**src/rtl/core/pfu_pkg.sv**
```systemverilog
// Shared constants, types and helper functions for the pixel effect unit.
`timescale 1ns / 1ps

package pfu_pkg;

    localparam int COORD_BITS_DEF = 12;
    localparam int CFG_INDEX_BITS = 3;

    localparam logic [2:0] MODE_PASS    = 3'd0;
    localparam logic [2:0] MODE_GRAY    = 3'd1;
    localparam logic [2:0] MODE_FACE    = 3'd2;
    localparam logic [2:0] MODE_BGND    = 3'd3;
    localparam logic [2:0] MODE_REDEYE  = 3'd4;
    localparam logic [2:0] MODE_ENCRYPT = 3'd5;
    localparam logic [2:0] MODE_DECRYPT = 3'd6;

    localparam logic [CFG_INDEX_BITS-1:0] REG_MODE     = 3'd0;
    localparam logic [CFG_INDEX_BITS-1:0] REG_WIDTH    = 3'd1;
    localparam logic [CFG_INDEX_BITS-1:0] REG_HEIGHT   = 3'd2;
    localparam logic [CFG_INDEX_BITS-1:0] REG_EYE_X    = 3'd3;
    localparam logic [CFG_INDEX_BITS-1:0] REG_EYE_Y    = 3'd4;
    localparam logic [CFG_INDEX_BITS-1:0] REG_EYE_RAD  = 3'd5;

    localparam int WIDTH_RST   = 320;
    localparam int HEIGHT_RST  = 240;
    localparam int EYE_X_RST   = 160;
    localparam int EYE_Y_RST   = 200;
    localparam int EYE_RAD_RST = 70;

    localparam logic [15:0] LUMA_R_WEIGHT = 16'd19595;
    localparam logic [15:0] LUMA_G_WEIGHT = 16'd38470;
    localparam logic [15:0] LUMA_B_WEIGHT = 16'd7471;

    localparam logic [7:0] BGND_THRESHOLD = 8'd190;
    localparam logic [7:0] BGND_RED       = 8'd110;
    localparam logic [7:0] BGND_GREEN     = 8'd110;
    localparam logic [7:0] BGND_BLUE      = 8'd255;
    localparam logic [7:0] DARK_THRESHOLD = 8'd25;
    localparam logic [7:0] CIPHER_MASK    = 8'd128;

    typedef struct packed {
        logic [7:0] red;
        logic [7:0] green;
        logic [7:0] blue;
    } pixel_t;

    function automatic logic [7:0] luma8(input logic [7:0] r, input logic [7:0] g,
                                         input logic [7:0] b);
        logic [23:0] sum;
        sum = {16'd0, r} * {8'd0, LUMA_R_WEIGHT}
            + {16'd0, g} * {8'd0, LUMA_G_WEIGHT}
            + {16'd0, b} * {8'd0, LUMA_B_WEIGHT};
        return sum[23:16];
    endfunction

    function automatic logic [7:0] rotl8(input logic [7:0] v, input logic [2:0] n);
        logic [15:0] t;
        t = {v, v} << n;
        return t[15:8];
    endfunction

    function automatic logic [7:0] rotr8(input logic [7:0] v, input logic [2:0] n);
        logic [15:0] t;
        t = {v, v} >> n;
        return t[7:0];
    endfunction

endpackage

```
**src/rtl/core/pfu_cfg_regs.sv**
```systemverilog
// Configuration register file with the derived face circle geometry.
`timescale 1ns / 1ps

module pfu_cfg_regs
    import pfu_pkg::*;
#(
    parameter int COORD_BITS = COORD_BITS_DEF
)
(
    input  logic                      clk,
    input  logic                      rst_n,
    input  logic                      cfg_write,
    input  logic [CFG_INDEX_BITS-1:0] cfg_index,
    input  logic [COORD_BITS-1:0]     cfg_data,
    output logic [2:0]                mode,
    output logic [COORD_BITS-1:0]     image_width,
    output logic [COORD_BITS-1:0]     eye_centre_x,
    output logic [COORD_BITS-1:0]     eye_centre_y,
    output logic [COORD_BITS-1:0]     eye_radius,
    output logic [COORD_BITS-1:0]     face_centre_x,
    output logic [COORD_BITS-1:0]     face_centre_y,
    output logic [COORD_BITS-1:0]     face_radius
);

    localparam logic [COORD_BITS-1:0] W0 = COORD_BITS'(WIDTH_RST);
    localparam logic [COORD_BITS-1:0] H0 = COORD_BITS'(HEIGHT_RST);
    localparam logic [COORD_BITS-1:0] FACE_R0 = H0 / 3;
    localparam int THIRD_SHIFT = COORD_BITS + 2;
    localparam logic [COORD_BITS:0] THIRD_MUL =
        (COORD_BITS + 1)'(((1 << THIRD_SHIFT) + 2) / 3);

    logic [2:0]            mode_reg, mode_next;
    logic [COORD_BITS-1:0] width_reg, width_next;
    logic [COORD_BITS-1:0] height_reg, height_next;
    logic [COORD_BITS-1:0] eye_x_reg, eye_x_next;
    logic [COORD_BITS-1:0] eye_y_reg, eye_y_next;
    logic [COORD_BITS-1:0] eye_rad_reg, eye_rad_next;
    logic [COORD_BITS-1:0] face_r_reg, face_r_next;
    logic [2*COORD_BITS:0] third_prod;

    always_comb
    begin
        mode_next    = mode_reg;
        width_next   = width_reg;
        height_next  = height_reg;
        eye_x_next   = eye_x_reg;
        eye_y_next   = eye_y_reg;
        eye_rad_next = eye_rad_reg;
        if (cfg_write)
        begin
            case (cfg_index)
                REG_MODE:    mode_next    = cfg_data[2:0];
                REG_WIDTH:   width_next   = cfg_data;
                REG_HEIGHT:  height_next  = cfg_data;
                REG_EYE_X:   eye_x_next   = cfg_data;
                REG_EYE_Y:   eye_y_next   = cfg_data;
                REG_EYE_RAD: eye_rad_next = cfg_data;
                default:     ;
            endcase
        end
    end

    // The radius is a third of the height, taken as a multiply by a scaled reciprocal.
    assign third_prod  = {{(COORD_BITS + 1){1'b0}}, height_next} *
                         {{COORD_BITS{1'b0}}, THIRD_MUL};
    assign face_r_next = {1'b0, third_prod[2*COORD_BITS:THIRD_SHIFT]};

    always_ff @(posedge clk or negedge rst_n)
    begin
        if (!rst_n)
        begin
            mode_reg    <= MODE_PASS;
            width_reg   <= W0;
            height_reg  <= H0;
            eye_x_reg   <= COORD_BITS'(EYE_X_RST);
            eye_y_reg   <= COORD_BITS'(EYE_Y_RST);
            eye_rad_reg <= COORD_BITS'(EYE_RAD_RST);
            face_r_reg  <= FACE_R0;
        end
        else
        begin
            mode_reg    <= mode_next;
            width_reg   <= width_next;
            height_reg  <= height_next;
            eye_x_reg   <= eye_x_next;
            eye_y_reg   <= eye_y_next;
            eye_rad_reg <= eye_rad_next;
            face_r_reg  <= face_r_next;
        end
    end

    assign mode          = mode_reg;
    assign image_width   = width_reg;
    assign eye_centre_x  = eye_x_reg;
    assign eye_centre_y  = eye_y_reg;
    assign eye_radius    = eye_rad_reg;
    assign face_centre_x = width_reg >> 1;
    assign face_centre_y = height_reg >> 1;
    assign face_radius   = face_r_reg;

endmodule

```
**src/rtl/core/pfu_circle.sv**
```systemverilog
// Test of whether a point lies inside or on a circle.
`timescale 1ns / 1ps

module pfu_circle
    import pfu_pkg::*;
#(
    parameter int COORD_BITS = COORD_BITS_DEF
)
(
    input  logic [COORD_BITS-1:0] px,
    input  logic [COORD_BITS-1:0] py,
    input  logic [COORD_BITS-1:0] cx,
    input  logic [COORD_BITS-1:0] cy,
    input  logic [COORD_BITS-1:0] rad,
    output logic                  hit
);

    logic [COORD_BITS-1:0]   dx;
    logic [COORD_BITS-1:0]   dy;
    logic [2*COORD_BITS-1:0] dx2;
    logic [2*COORD_BITS-1:0] dy2;
    logic [2*COORD_BITS-1:0] r2;
    logic [2*COORD_BITS:0]   d2;

    assign dx  = (px >= cx) ? (px - cx) : (cx - px);
    assign dy  = (py >= cy) ? (py - cy) : (cy - py);
    assign dx2 = dx * dx;
    assign dy2 = dy * dy;
    assign r2  = rad * rad;
    assign d2  = {1'b0, dx2} + {1'b0, dy2};
    assign hit = (d2 <= {1'b0, r2});

endmodule

```
**src/rtl/core/pfu_effect.sv**
```systemverilog
// Per-pixel effect logic selected by the mode register.
`timescale 1ns / 1ps

module pfu_effect
    import pfu_pkg::*;
#(
    parameter int COORD_BITS = COORD_BITS_DEF
)
(
    input  logic [2:0]            mode,
    input  pixel_t                pix_in,
    input  logic [COORD_BITS-1:0] x_coord,
    input  logic [COORD_BITS-1:0] y_coord,
    input  logic [COORD_BITS-1:0] image_width,
    input  logic [COORD_BITS-1:0] eye_centre_x,
    input  logic [COORD_BITS-1:0] eye_centre_y,
    input  logic [COORD_BITS-1:0] eye_radius,
    input  logic [COORD_BITS-1:0] face_centre_x,
    input  logic [COORD_BITS-1:0] face_centre_y,
    input  logic [COORD_BITS-1:0] face_radius,
    output pixel_t                pix_out
);

    logic       in_face;
    logic       in_eye;
    logic [7:0] gray;
    logic [5:0] wy_low;
    logic [2:0] rot;
    logic       bright;
    logic       dark;

    pfu_circle #(.COORD_BITS(COORD_BITS)) u_face_circle
    (
        .px     (x_coord),
        .py     (y_coord),
        .cx     (face_centre_x),
        .cy     (face_centre_y),
        .rad    (face_radius),
        .hit    (in_face)
    );

    pfu_circle #(.COORD_BITS(COORD_BITS)) u_eye_circle
    (
        .px     (x_coord),
        .py     (y_coord),
        .cx     (eye_centre_x),
        .cy     (eye_centre_y),
        .rad    (eye_radius),
        .hit    (in_eye)
    );

    // Only the low three bits of the linear pixel index set the rotation.
    assign wy_low = image_width[2:0] * y_coord[2:0];
    assign rot    = x_coord[2:0] + wy_low[2:0];
    assign gray   = luma8(pix_in.red, pix_in.green, pix_in.blue);
    assign bright = (pix_in.red >= BGND_THRESHOLD) && (pix_in.green >= BGND_THRESHOLD) &&
                    (pix_in.blue >= BGND_THRESHOLD);
    assign dark   = (pix_in.red < DARK_THRESHOLD) && (pix_in.green < DARK_THRESHOLD) &&
                    (pix_in.blue < DARK_THRESHOLD);

    always_comb
    begin
        pix_out = pix_in;
        case (mode)
            MODE_GRAY:
            begin
                pix_out = '{gray, gray, gray};
            end
            MODE_FACE:
            begin
                if (!in_face)
                begin
                    pix_out = '{gray, gray, gray};
                end
            end
            MODE_BGND:
            begin
                if (bright)
                begin
                    pix_out = '{BGND_RED, BGND_GREEN, BGND_BLUE};
                end
            end
            MODE_REDEYE:
            begin
                if (in_eye && dark)
                begin
                    pix_out = '{8'hFF, 8'h00, 8'h00};
                end
            end
            MODE_ENCRYPT:
            begin
                pix_out.red   = rotl8(pix_in.red, rot) ^ CIPHER_MASK;
                pix_out.green = rotl8(pix_in.green, rot) ^ CIPHER_MASK;
                pix_out.blue  = rotl8(pix_in.blue, rot) ^ CIPHER_MASK;
            end
            MODE_DECRYPT:
            begin
                pix_out.red   = rotr8(pix_in.red ^ CIPHER_MASK, rot);
                pix_out.green = rotr8(pix_in.green ^ CIPHER_MASK, rot);
                pix_out.blue  = rotr8(pix_in.blue ^ CIPHER_MASK, rot);
            end
            default:
            begin
                pix_out = pix_in;
            end
        endcase
    end

endmodule

```
**src/rtl/core/pixel_effect_unit.sv**
```systemverilog
// Top level of the pixel effect unit: input register, effect logic and result register.
// Accepted pixels pass from the input register via the effect logic to the result register.
// Throughput: one pixel per cycle while out_stall is low; the input and result registers
// form a two-entry pipeline, so input is stalled only while both are full and the result waits.
// Reset clears the pipeline valid flags and returns the registers to their defaults.
`timescale 1ns / 1ps

module pixel_effect_unit
    import pfu_pkg::*;
#(
    parameter int COORD_BITS = COORD_BITS_DEF
)
(
    input  logic                      clk,
    input  logic                      rst_n,
    input  logic                      cfg_write,
    input  logic [CFG_INDEX_BITS-1:0] cfg_index,
    input  logic [COORD_BITS-1:0]     cfg_data,
    input  logic                      in_valid,
    output logic                      in_stall,
    input  logic [7:0]                red_in,
    input  logic [7:0]                green_in,
    input  logic [7:0]                blue_in,
    input  logic [COORD_BITS-1:0]     x_coord,
    input  logic [COORD_BITS-1:0]     y_coord,
    output logic                      out_valid,
    input  logic                      out_stall,
    output logic [7:0]                red_out,
    output logic [7:0]                green_out,
    output logic [7:0]                blue_out
);

    logic [2:0]            mode;
    logic [COORD_BITS-1:0] image_width;
    logic [COORD_BITS-1:0] eye_centre_x;
    logic [COORD_BITS-1:0] eye_centre_y;
    logic [COORD_BITS-1:0] eye_radius;
    logic [COORD_BITS-1:0] face_centre_x;
    logic [COORD_BITS-1:0] face_centre_y;
    logic [COORD_BITS-1:0] face_radius;

    logic                  s1_valid_reg, s1_valid_next;
    pixel_t                s1_pix_reg;
    logic [COORD_BITS-1:0] s1_x_reg;
    logic [COORD_BITS-1:0] s1_y_reg;
    logic                  s2_valid_reg, s2_valid_next;
    pixel_t                s2_pix_reg;
    pixel_t                effect_pix;
    logic                  s1_ready;
    logic                  s2_ready;
    logic                  s1_load;
    logic                  s2_load;

    pfu_cfg_regs #(.COORD_BITS(COORD_BITS)) u_cfg
    (
        .clk           (clk),
        .rst_n         (rst_n),
        .cfg_write     (cfg_write),
        .cfg_index     (cfg_index),
        .cfg_data      (cfg_data),
        .mode          (mode),
        .image_width   (image_width),
        .eye_centre_x  (eye_centre_x),
        .eye_centre_y  (eye_centre_y),
        .eye_radius    (eye_radius),
        .face_centre_x (face_centre_x),
        .face_centre_y (face_centre_y),
        .face_radius   (face_radius)
    );

    pfu_effect #(.COORD_BITS(COORD_BITS)) u_effect
    (
        .mode          (mode),
        .pix_in        (s1_pix_reg),
        .x_coord       (s1_x_reg),
        .y_coord       (s1_y_reg),
        .image_width   (image_width),
        .eye_centre_x  (eye_centre_x),
        .eye_centre_y  (eye_centre_y),
        .eye_radius    (eye_radius),
        .face_centre_x (face_centre_x),
        .face_centre_y (face_centre_y),
        .face_radius   (face_radius),
        .pix_out       (effect_pix)
    );

    assign s2_ready = !s2_valid_reg || !out_stall;
    assign s1_ready = !s1_valid_reg || s2_ready;
    assign s1_load  = in_valid && s1_ready;
    assign s2_load  = s1_valid_reg && s2_ready;
    assign in_stall = !s1_ready;

    always_comb
    begin
        s1_valid_next = s1_valid_reg;
        if (s1_load)
        begin
            s1_valid_next = 1'b1;
        end
        else if (s2_ready)
        begin
            s1_valid_next = 1'b0;
        end
        s2_valid_next = s2_ready ? s1_valid_reg : s2_valid_reg;
    end

    always_ff @(posedge clk or negedge rst_n)
    begin
        if (!rst_n)
        begin
            s1_valid_reg <= 1'b0;
            s2_valid_reg <= 1'b0;
        end
        else
        begin
            s1_valid_reg <= s1_valid_next;
            s2_valid_reg <= s2_valid_next;
        end
    end

    always_ff @(posedge clk)
    begin
        if (s1_load)
        begin
            s1_pix_reg <= '{red_in, green_in, blue_in};
            s1_x_reg   <= x_coord;
            s1_y_reg   <= y_coord;
        end
        if (s2_load)
        begin
            s2_pix_reg <= effect_pix;
        end
    end

    assign out_valid = s2_valid_reg;
    assign red_out   = s2_pix_reg.red;
    assign green_out = s2_pix_reg.green;
    assign blue_out  = s2_pix_reg.blue;

    a_stall_only_when_full: assert property (@(posedge clk) disable iff (!rst_n)
        in_stall |-> (s1_valid_reg && out_valid && out_stall))
        else $error("input stalled while the pipeline had room");

    a_full_forces_stall: assert property (@(posedge clk) disable iff (!rst_n)
        (s1_valid_reg && out_valid && out_stall) |-> in_stall)
        else $error("input accepted while both pipeline registers were held");

    a_empty_result_fills: assert property (@(posedge clk) disable iff (!rst_n)
        (s1_valid_reg && !out_valid) |=> out_valid)
        else $error("request in the input register did not advance to an empty result register");

    a_accept_fills_input: assert property (@(posedge clk) disable iff (!rst_n)
        (in_valid && !in_stall) |=> s1_valid_reg)
        else $error("accepted request was lost from the input register");

endmodule
```
**config.mk**
```make
export PLATFORM = sky130hd
export DESIGN_NAME = pixel_effect_unit
export DESIGN_NICKNAME = d
export VERILOG_FILES = /design/src/rtl/core/pfu_pkg.sv /design/src/rtl/core/pfu_cfg_regs.sv /design/src/rtl/core/pfu_circle.sv /design/src/rtl/core/pfu_effect.sv /design/src/rtl/core/pixel_effect_unit.sv
export SDC_FILE = /design/constraint.sdc
export NUM_CORES = 2
export LEC_CHECK = 0
export ABC_AREA = 1
export BUFFER_PORTS_ARGS = -buffer_cell sky130_fd_sc_hd__buf_4
export CELL_PAD_IN_SITES_DETAIL_PLACEMENT = 0
export CELL_PAD_IN_SITES_GLOBAL_PLACEMENT = 2
export CORE_MARGIN = 5
export CORE_UTILIZATION = 37
export CTS_CLUSTER_SIZE = 14
export DETAILED_ROUTE_END_ITERATION = 7
export PLACE_DENSITY = 0.87
export SLEW_MARGIN = 20
export SYNTH_ARGS = -nofsm -noshare
export SYNTH_HDL_FRONTEND = slang
export SYNTH_HIERARCHICAL = 1
export SYNTH_SLANG_ARGS = --single-unit
export TNS_END_PERCENT = 100
```
**constraint.sdc**
```tcl
create_clock -name clk -period 9.4 [get_ports clk]
set_input_delay 1.88 -clock clk [delete_from_list [all_inputs] [get_ports clk]]
set_output_delay 1.88 -clock clk [all_outputs]
set_load 0.01 [all_outputs]
```
Word level (Yosys, flattened, before mapping)
Index checks and enable logic that the tools add are counted.

Reduce and logical (&&, ||, !) cells: 20. Shifts and indexed selects: 6. Multipliers: 11. Bitwise gates (word level): 6. Add/subtract/negate cells: 13. Muxes and demuxes: 12. $lt $le $gt $ge: 12. Equal/unequal tests: 11.

Operator list (count): $pmux 24 s6 (1); $mul 12x12->24 (5); $mux 12 (6); $mux 24 (3); $add 24x24->25 (2); $shl 16x3->16 (3); $shr 16x3->8 (3); $sub 12x12->12 (4); $mul 8x15->23 const B (2); $le 25x22->1 (1); $le 25x24->1 (1); $add 23x24->24 (1); $add 24x21->24 (1); $ge 12x11->1 (2); $ge 12x12->1 (2); $ge 8x8->1 const B (3); $lt 8x5->1 const B (3); $mul 12x12->24 const B (1); $sub 11x12->12 (2); $sub 12x11->12 (2); $mul 11x11->22 (1); $mul 8x13->21 const B (1); $eq 3x3->1 const B (5); $eq 3x2->1 const B (4); other kinds (11) (32).

Bits in registers: 148. Output and inout bits: 26. Input port bits: 68.

Logic depth before layout (Yosys ltp)
Depth in word-level cells: 8. Mapped depth: 57.

Modules after synthesis
The synthesis kept the hierarchy.

Modules (own cells, without submodules): pfu_circle (u_effect.u_face_circle) (times used 1, seq. area each 0.0 µm², cells an instance 2023, area an instance 15524.9 µm²); pfu_circle (u_effect.u_eye_circle) (times used 1, seq. area each 0.0 µm², cells an instance 2035, area an instance 15453.6 µm²); pfu_effect (times used 1, seq. area each 0.0 µm², cells an instance 1485, area an instance 9895.7 µm²); pfu_cfg_regs (times used 1, seq. area each 1871.8 µm², cells an instance 612, area an instance 5599.1 µm²); pixel_effect_unit (times used 1, seq. area each 2212.1 µm², cells an instance 84, area an instance 2257.2 µm²).

Worst setup path after synthesis
OpenSTA, ideal clock, no wires.

Path kind: register to register. Start point: register s1_y_reg[0]. End point: register s2_pix_reg, in the netlist blue_out[7], data pin. Library setup time: 265 ps. Required time: 9135 ps. Buffers on the path: 1. Setup slack: 278 ps. Stages on the path, launching flop included: 54. Arrival time: 8857 ps. Cell sequence: edfxtp_1 -> inv_1 -> ha_1 -> inv_1 -> fa_1 -> inv_1 -> o21ai_2 -> o21bai_2 -> inv_2 -> nor2_2 -> buf_6 -> nand2_2 -> nand2_4 -> inv_2 -> nor2_2 -> inv_1 -> fa_1 -> fa_1 -> (+18 left out) -> a21oi_1 -> nand2_1 -> nand2_1 -> nand2_1 -> nand2_1 -> nand2_1 -> nand2_1 -> nand2_1 -> nand2_1 -> nand4_1 -> a21oi_1 -> nand3_2 -> nand2_1 -> nand2_1 -> nand2_1 -> nand2_1 -> nor2_1 -> nand4_1.

RTL lines: start, declared (line pixel_effect_unit.sv:45) `logic [COORD_BITS-1:0] s1_y_reg;`; start signal, assigned (line pixel_effect_unit.sv:127) `s1_y_reg <= y_coord;`; end signal, assigned (line pixel_effect_unit.sv:131) `s2_pix_reg <= effect_pix;`; end, declared (line pixel_effect_unit.sv:47) `pixel_t s2_pix_reg;`.

==> impl_results.md <==
- Status: complete, but fails checks
- Failing checks: negative setup slack
- Register area: 4084 um^2
- Top-level I/O count: between 90 and 100
- Final WS setup: -0.09282 ns
- Crit-path most repeated cell: fa_1
- TritonCTS clock tree: done
- Setup crit end kind: flop
- Clock-pin slew on the worst setup and hold paths: roughly 0.08 ns
- Worst-Margin Slew: approximately 1.1 ns
- Setup_tns: -0.2746 ns
- Synth Warn #: 6
- Initial DRC count: between 2000 and 2500
- Vias: ~42000
- CP max FO: 6
- Final wirelength: 149700 um
- Post-DP Area: 55700 um^2
- WP data arrival: around 9.7 ns
- Vias in the first global route: around 43000
- Global route overflow: 0
- Hold/Removal Path Class: flop to flop
- Setup Skew: 0.03061 ns
- Die span in y: between 300 and 400 um
- Largest net degree at the start of global routing: 66
- Gr usage total: 0.2134
- Via density: slightly below 5
- Fraction of layout instances using a drive strength above 1: 0.2214
- Core region area: 131100 um^2
- CTS Hold Bufs: 0
- Post-DR wirelength/cell: 17.16 um
- F_max: about 0.11 GHz
- CTS Sinks: roughly 150
- Worst reg-to-reg setup slack: -0.09 ns
- Max H-tree Level: 4
- Slew Limit Fails: 0
- CP startpoint kind: flop
- Multi-input logic area: just over 40000 um^2
- Synth Instances: just over 6000
- Antenna violations before repair: 12
- Max Cap Viol: 0
- Endpoints failing setup: 6
- Gp weighted congestion: around 0.94
- Worst skew pair latency: 0.52 ns
- Root buf cell: clkbuf_16
- Final HPWL DP: 129200 um
- TritonCTS Buffers: 17
- CP startpoint: s1_x_reg[0]
- DRT Pass-1 Iters: 6
- Nets: ~8500
- Area Overhead vs Synth: 22.46%
- Reg2reg start: s1_x_reg[0]
- RSZ-0062 raised after global routing: yes
- Period minus WS final: 9.493 ns
- Syn Area/Cell: roughly 8 um^2
- Final Hold Viols: 0
- Worst path buffer plus inverter count: 8
- Initial core utilization: 0.3711
- Worst hold start: u_cfg/eye_centre_y[11]
- First-pass GRT wire length: ~240000 um
- Max reg flops: 24
- ANT nets after route: 0
- Fillers: roughly 13000
- IO Port Bufs: slightly above 90
- DIE AREA: approximately 140000 um^2
- Die span in x: roughly 370 um
- Slowest CP cell: fa_1
- Cell Area, Synth: 48660 um^2
- Cell area after layout: about 60000 um^2
- Final period utilization: 1.010
- Critical path class: flop to flop
- DRC viols: 0
- Layout Utilization: 0.4545
- CP top delay family: adder cells
- Worst slew margin: 0.2865
- Worst stage delay on the critical path: between 0.5 and 0.6 ns
- Cell Rows: roughly 130
- Crit path required time: a little under 10 ns
- Max Root-Sink Buffers: 2
## metal layers
layer / up-vias / track usage / wire length, um
li1: 20490 / - / -
met1: 20330 / 0.2967 / 68340
met2: 920 / 0.3521 / 69910
met3: 163 / 0.03231 / 8002
met4: 0 / 0.04849 / 3398
met5: - / 0 / 0
## final timing paths
| kind | endpoint | cells after the start |
|---|---|---|
| setup / recovery | green_out[0] | 41 |
| hold / removal | u_cfg/eye_centre_y[11] | 2 |
| setup reg to reg | green_out[0] | 41 |
| hold reg to reg | u_cfg/eye_centre_y[11] | 2 |
| max in group asynchronous | u_cfg/eye_centre_x[2] | 2 |
| min in group asynchronous | u_cfg/face_radius[2] | 1 |
## through the flow
step | setup WS, ns | hold slack, ns | std cells
floorplan | 0.2778 | 0.4530 | 6232
global placement | -0.5933 | 0.4721 | 8590
detailed placement | -0.7158 | 0.4794 | 8590
CTS | -0.02741 | 0.4998 | 8652
global route | -0.4216 | 0.5197 | 8720
finish | -0.09282 | 0.4979 | 8723
## cells in the final DEF, fill, tap and decap left out, types with 31 or more instances in the layout
| master | instances |
|---|---|
| buf_4 | 774 |
| nand4_1 | 80 |
| inv_2 | 90 |
| o21ai_1 | 41 |
| buf_6 | 33 |
| dfrtp_1 | 60 |
| a21oi_1 | 197 |
| nand2_4 | 54 |
| ha_1 | 669 |
| fa_1 | 679 |
| fa_2 | 43 |
| edfxtp_1 | 72 |
| nor2_4 | 48 |
| ha_4 | 39 |
| inv_1 | 1440 |
| nor2_2 | 69 |
| xor2_1 | 106 |
| nand2_2 | 101 |
| o21ai_0 | 213 |
| nand2_1 | 1098 |
| xnor2_1 | 54 |
| o21bai_1 | 31 |
| a21oi_2 | 54 |
| nor2_1 | 350 |
| nand3_1 | 212 |
## cell type report
| type | count | area share |
|---|---|---|
| multi-input cells | 4409 | 0.6758 |
| clock buffers | 18 | 0.007369 |
| repair inverters | 1 | 0.00008398 |
| clock inverters | 14 | 0.002981 |
| flip-flops and latches | 148 | 0.06853 |
| diodes | 4 | 0.0001680 |
| inverters | 1549 | 0.09868 |
| repair buffers | 825 | 0.1095 |
| well taps | 1755 | 0.03685 |
## tightest hold or removal path, stage by stage, from the launching register on
cell and delay [ns]:
dfrtp_1 0.35, nand2_1 0.05, o21ai_0 0.06
## what timing repair did
action                     in CTS  in global routing
gates resized for setup       274                367
pin swaps                     153                171
setup endpoints to repair      24                 24
gates cloned                    1                  3
buffers inserted               29                 65
Power is left out: the tool's default activity adds up to more than one toggle a clock period on the data nets, which glitch-free logic cannot reach.
